<file path="config.mk">
export PLATFORM = sky130hd
export DESIGN_NAME = gtm_slot
export DESIGN_NICKNAME = d
export VERILOG_FILES = /design/src/rtl/gesture_template_matcher_assert.svh /design/src/rtl/gtm_pkg.sv /design/src/rtl/gtm_slot.sv
export SDC_FILE = /design/constraint.sdc
export NUM_CORES = 1
export LEC_CHECK = 0
export ABC_AREA = 1
export BUFFER_PORTS_ARGS = -buffer_cell sky130_fd_sc_hd__clkbuf_2
export CORE_UTILIZATION = 40
export CTS_CLUSTER_DIAMETER = 30
export DETAILED_ROUTE_END_ITERATION = 7
export SKIP_CTS_REPAIR_TIMING = 1
export SKIP_LAST_GASP = 1
export SYNTH_ARGS = -nofsm -noshare
export SYNTH_HDL_FRONTEND = slang
export SYNTH_SLANG_ARGS = --single-unit
</file>
<file path="constraint.sdc">
create_clock -name clock -period 6.4 [get_ports clock]
set_clock_uncertainty 0.2 [all_clocks]
set_input_delay 1.6 -clock clock [delete_from_list [all_inputs] [get_ports clock]]
set_output_delay 1.6 -clock clock [all_outputs]
set_load 0.01 [all_outputs]
</file>
<file path="src/rtl/gesture_template_matcher_assert.svh">
// ---------------------------------------------------------------------------
// Assertion macros for the gesture template matcher
// Shared property wrappers, clocked on clock and disabled during reset.
// ---------------------------------------------------------------------------
`ifndef GESTURE_TEMPLATE_MATCHER_ASSERT_SVH
`define GESTURE_TEMPLATE_MATCHER_ASSERT_SVH

// The consequent must hold in the same cycle as the antecedent.
`define GTM_ASSERT_SAME(label, ante, cons, msg) \
   label: assert property (@(posedge clock) disable iff (reset) (ante) |-> (cons)) \
      else $error(msg);

// The consequent must hold in the cycle after the antecedent.
`define GTM_ASSERT_NEXT(label, ante, cons, msg) \
   label: assert property (@(posedge clock) disable iff (reset) (ante) |=> (cons)) \
      else $error(msg);

`endif

</file>
<file path="src/rtl/gtm_pkg.sv">
// ---------------------------------------------------------------------------
// gtm_pkg
// Types, opcodes and sizing constants of the gesture template matcher.
// ---------------------------------------------------------------------------
package gtm_pkg;

   localparam int GTM_NUM_SLOTS  = 8;
   localparam int GTM_MAX_POINTS = 16;
   localparam int COORD_BITS     = 16;

   localparam int OPCODE_BITS = 3;
   localparam int SLOT_BITS   = 3;
   localparam int INDEX_BITS  = 4;
   localparam int TOL_BITS    = 16;
   localparam int MASK_BITS   = 8;

   // Offset from the origin and difference against a template point.
   localparam int OFS_BITS  = COORD_BITS + 1;
   localparam int DIFF_BITS = COORD_BITS + 2;
   localparam int CMP_BITS  = (DIFF_BITS > TOL_BITS) ? DIFF_BITS : TOL_BITS;

   localparam logic [TOL_BITS-1:0] TOL_RESET = 16'd50;

   localparam logic [OPCODE_BITS-1:0] OP_START = 3'd0;
   localparam logic [OPCODE_BITS-1:0] OP_TRACK = 3'd1;
   localparam logic [OPCODE_BITS-1:0] OP_STOP  = 3'd2;
   localparam logic [OPCODE_BITS-1:0] OP_LOAD  = 3'd3;
   localparam logic [OPCODE_BITS-1:0] OP_CLEAR = 3'd4;

   typedef struct packed {
      logic [OPCODE_BITS-1:0] opcode;
      logic signed [15:0]     point_x;
      logic signed [15:0]     point_y;
      logic [SLOT_BITS-1:0]   gesture_slot;
      logic [INDEX_BITS-1:0]  point_index;
      logic                   point_is_last;
   } gtm_req_type;

   typedef struct packed {
      logic [MASK_BITS-1:0] match_mask;
      logic                 points_seen;
   } gtm_rsp_type;

   typedef struct packed {
      logic start;
      logic track;
      logic load;
      logic clear;
      logic last;
   } gtm_slot_cmd_type;

endpackage

</file>
<file path="src/rtl/gtm_slot.sv">
// ---------------------------------------------------------------------------
// gtm_slot
// One template slot: point store, length, validity, match progress and the
// per-axis tolerance compare against the slot's next template point.
// ---------------------------------------------------------------------------
module gtm_slot #(
   parameter int MAX_POINTS = gtm_pkg::GTM_MAX_POINTS
) (
   input  logic                                  clock,
   input  logic                                  reset,
   input  gtm_pkg::gtm_slot_cmd_type             cmd,
   input  logic [gtm_pkg::INDEX_BITS-1:0]        wr_index,
   input  logic signed [gtm_pkg::COORD_BITS-1:0] wr_x,
   input  logic signed [gtm_pkg::COORD_BITS-1:0] wr_y,
   input  logic signed [gtm_pkg::OFS_BITS-1:0]   ofs_x,
   input  logic signed [gtm_pkg::OFS_BITS-1:0]   ofs_y,
   input  logic [gtm_pkg::TOL_BITS-1:0]          tolerance,
   output logic                                  done
);
   import gtm_pkg::*;

   localparam int AW = (MAX_POINTS > 1) ? $clog2(MAX_POINTS) : 1;
   localparam int PW = $clog2(MAX_POINTS + 1);

   logic [2*COORD_BITS-1:0] point_mem [MAX_POINTS];

   logic                    valid_ff, valid_in;
   logic [PW-1:0]           len_ff, len_in;
   logic [PW-1:0]           prog_ff, prog_in;
   logic [2*COORD_BITS-1:0] next_pt_ff;

   logic signed [COORD_BITS-1:0] tx, ty;
   logic signed [DIFF_BITS-1:0]  dx, dy;
   logic [DIFF_BITS-1:0]         mag_x, mag_y;
   logic                         hit;
   logic [AW-1:0]                wr_addr;

   assign tx      = next_pt_ff[2*COORD_BITS-1:COORD_BITS];
   assign ty      = next_pt_ff[COORD_BITS-1:0];
   assign dx      = DIFF_BITS'(tx) - DIFF_BITS'(ofs_x);
   assign dy      = DIFF_BITS'(ty) - DIFF_BITS'(ofs_y);
   assign mag_x   = dx[DIFF_BITS-1] ? DIFF_BITS'(-dx) : DIFF_BITS'(dx);
   assign mag_y   = dy[DIFF_BITS-1] ? DIFF_BITS'(-dy) : DIFF_BITS'(dy);
   assign hit     = (CMP_BITS'(mag_x) < CMP_BITS'(tolerance)) &&
                    (CMP_BITS'(mag_y) < CMP_BITS'(tolerance));
   assign wr_addr = AW'(wr_index);
   assign done    = valid_ff && (prog_ff == len_ff);

   always_comb begin
      valid_in = valid_ff;
      len_in   = len_ff;
      prog_in  = prog_ff;
      if (cmd.start) begin
         prog_in = '0;
      end
      if (cmd.track && valid_ff && (prog_ff < len_ff) && hit) begin
         prog_in = prog_ff + PW'(1);
      end
      if (cmd.clear) begin
         valid_in = 1'b0;
         len_in   = '0;
      end
      if (cmd.load && cmd.last) begin
         valid_in = 1'b1;
         len_in   = PW'(wr_index) + PW'(1);
      end
   end

   // The point for the next compare is fetched at the progress that the
   // current transfer leaves behind, so it is registered and ready in the next cycle.
   always_ff @(posedge clock) begin
      if (cmd.load) begin
         point_mem[wr_addr] <= {wr_x, wr_y};
      end
      next_pt_ff <= point_mem[prog_in[AW-1:0]];
   end

   always_ff @(posedge clock) begin
      if (reset) begin
         valid_ff <= 1'b0;
         len_ff   <= '0;
         prog_ff  <= '0;
      end else begin
         valid_ff <= valid_in;
         len_ff   <= len_in;
         prog_ff  <= prog_in;
      end
   end

endmodule

</file>
==> results.toml <==
[run_status]
outcome = "complete, no violations"

[timing]
fin_crit_ns = 5.69
setup_viol = 0
fin_crit_sh = 0.890
maxSlewViolCount = 0
hold_violations = 0
fin_tns_setup_ns = 0
tightest_slew_ns = 1.25
rsz0062_at_grt = "false"
relSlewSlack = 0.166
timing.fmax_mhz = 176

[yosys]
synth.avg_cell_area_um2 = 9.26
synth_top_area_cell = "edfxtp_1"
async_flop_share = 0
synth_area_leaders = "edfxtp_1, nand3_1, nand2_1, inv_1, ha_1"
yosys_warnings = 0
synth.top_cell.area_share = 0.560
ys_seq_elements = 555
syn_inst = 2964
synth_nets = 3135
synthFlopType = "edfxtp_1"
yosysSeqAreaShare = 0.591
ys_types = 37
synth_edf_count = 512
syn-cell-area_mm2 = 0.0275

[clock_tree]
cts.sinks = 555
cts-buffers-inserted = 91
clk-insertion-delay-late_ns = 0.64
tritoncts = "yes"
root_buffer = "clkbuf_16"
clk_path_buf_depth = 3
path_clk_slew_ns = 0.05
h-tree-depth = 3

[worst_setup_path]
cp.arrival_ns = 6.03
endpoint = "next_pt_ff[4]$_DFF_P_"
r2r_start = "next_pt_ff[0]$_DFF_P_"
rr_endpoint = "next_pt_ff[4]$_DFF_P_"
cpPeakStageDelay_ns = 0.41
reg2reg_slack_ns = 1.13
crit_start = "ofs_y[0]"
criticalPathCategory = "in2reg"
endpoint_kind = "register"
crit_fanout = 28
crit_path_frequent_cell = "nand2_1"
crit_slowest_cell = "fa_1"
reg2reg_depth = 35
required_ns = 6.73
start_kind = "input port"

[routing]
drt-total-wl_um = 72600
wire_per_inst_um = 18.0
avgViaCountPerCell = 5.01
firstDrtPassIters = 6
antenna_left = 0
drc_errors = 0
routed-via-count = 20300
drt_iter0_markers = 1693

[pwr]
power.leakage_uw = 0.0145
vdd_ir_drop_max_uv = 214
powerDensity_mw_per_mm2 = 306

[hold_path]
hold_path_class = "reg2reg"
min_path_cells = 2

[cells_and_area]
diodes = 0
drive_gt1_frac = 0.116
finalNetCount = 3264
area_growth_pct = 19.4
fillers = 6236
design_area_mm2 = 0.0328

[floorplan]
floorplan.initialDensity = 0.407
io_pins = 94
rows = 95
die_width_um = 264
core_mm2 = 0.0675
die_y_um = 264
die_area_mm2 = 0.0697

[global_route]
grtUsageTotal = 0.209
grt_pass1_wl_um = 112000
grt-ovfl-total = 0
grt_max_degree = 67
antenna_found_initial = 3
grt_pass1_vias = 19400

[place]
port_buffers = 93
postPlaceCellArea_mm2 = 0.0294
gp_congestion = 0.882
place_hpwl_um = 43100

[run]
maxCapViolations = 0
==> per-layer routing <==
metal  vias to the layer above  wire (um)  global-route usage
met4                         4       1790              0.0710
met5                         -         26                   0
met2                       580      33600               0.341
met1                      9488      32700               0.285
met3                       122       4510              0.0322
li1                      10100          -                   -
==> power breakdown <==
group          leakage, uW  internal [uW]  switching (uW)
clock              0.00160           3430            1820
combinational      0.00793            245             459
sequential         0.00498           4040            25.3
total               0.0145           7720            2310
==> worst min path at each step <==
stage,to,slack (ns),from
2_1_floorplan,len_ff[1]$_SDFFE_PP0P_,0.24,len_ff[1]$_SDFFE_PP0P_
3_3_place_gp,len_ff[4]$_SDFFE_PP0P_,0.25,len_ff[4]$_SDFFE_PP0P_
3_5_place_dp,len_ff[4]$_SDFFE_PP0P_,0.26,len_ff[4]$_SDFFE_PP0P_
4_1_cts,len_ff[4]$_SDFFE_PP0P_,0.27,len_ff[4]$_SDFFE_PP0P_
5_1_grt,len_ff[1]$_SDFFE_PP0P_,0.29,len_ff[1]$_SDFFE_PP0P_
6_report,len_ff[4]$_SDFFE_PP0P_,0.27,len_ff[4]$_SDFFE_PP0P_
==> state kept, by name, summed over array words and instances (netlist names) <==
signal / cells
point_mem: 512
next_pt_ff: 32
len_ff: 5
prog_ff: 5
valid_ff: 1
==> cells in the final DEF, fill, tap and decap left out, drive strengths merged, types with 24 or more instances in the layout <==
cell type	n
dfxtp	43
nand3	645
xor2	24
nor2	103
clkbuf	204
nand2	848
ha	76
a21oi	47
edfxtp	512
inv	471
buf	78
==> final cells by class <==
| class | count | area [um2] | share of cell area |
|---|---|---|---|
| sequential | 555 | 16200 | 0.495 |
| multi-input combinational | 1816 | 8920 | 0.272 |
| clock buffer | 111 | 2450 | 0.0748 |
| inverter | 458 | 1720 | 0.0525 |
| timing repair buffer | 171 | 1450 | 0.0443 |
| tap | 873 | 1090 | 0.0333 |
| clock inverter | 60 | 903 | 0.0276 |
==> metrics by stage <==
step           setup WS [ns]  total power (uW)  utilization  hold WS, ns  instances
6_report               0.706             10000        0.485        0.268       4044
3_3_place_gp           0.152              4840        0.436        0.255       3873
3_5_place_dp          0.0567              4850        0.436        0.260       3873
2_1_floorplan          0.834              4610            -        0.240       2964
5_1_grt                0.145             10400        0.485        0.292       4044
4_1_cts                0.734             10100        0.485        0.268       4044
==> synthesized netlist by cell type (2+ instances only) <==
| cell | instances |
|---|---|
| clkbuf_1 | 10 |
| buf_6 | 3 |
| nand2_2 | 5 |
| buf_4 | 28 |
| a21o_1 | 2 |
| inv_2 | 8 |
| nand4_1 | 20 |
| fa_1 | 2 |
| ha_1 | 76 |
| o21ai_0 | 13 |
| nand3b_1 | 4 |
| a211oi_1 | 3 |
| inv_1 | 450 |
| buf_2 | 94 |
| nand2_1 | 842 |
| nor3_1 | 7 |
| xnor2_1 | 10 |
| a21oi_1 | 47 |
| nor2_1 | 100 |
| edfxtp_1 | 512 |
| dfxtp_1 | 43 |
| xor2_1 | 24 |
| nor2_2 | 3 |
| and2_1 | 3 |
| nand3_1 | 643 |
==> cells by family (layout without fill, tap and decap cells) <==
kind of cell | Yosys count | count (layout) | share of synthesized area
buf+inv | 593 | 800 | 0.0900
fa+ha+maj | 78 | 78 | 0.0361
xor+xnor | 34 | 34 | 0.0108
flops | 555 | 555 | 0.591
compound gates | 71 | 71 | 0.0141
simple gates | 1633 | 1633 | 0.258
==> worst max-delay path, delay by kind of cell <==
| kind | cells | cell delay (ns) |
|---|---|---|
| adder cells (fa/ha/maj) | 3 | 0.88 |
| XOR/XNOR | 1 | 0.15 |
| AO/OA/AOI/OAI | 1 | 0.18 |
| AND/OR/NAND/NOR | 24 | 2.41 |
| buffers and inverters | 6 | 0.78 |
(Power assumes the default switching activity.)
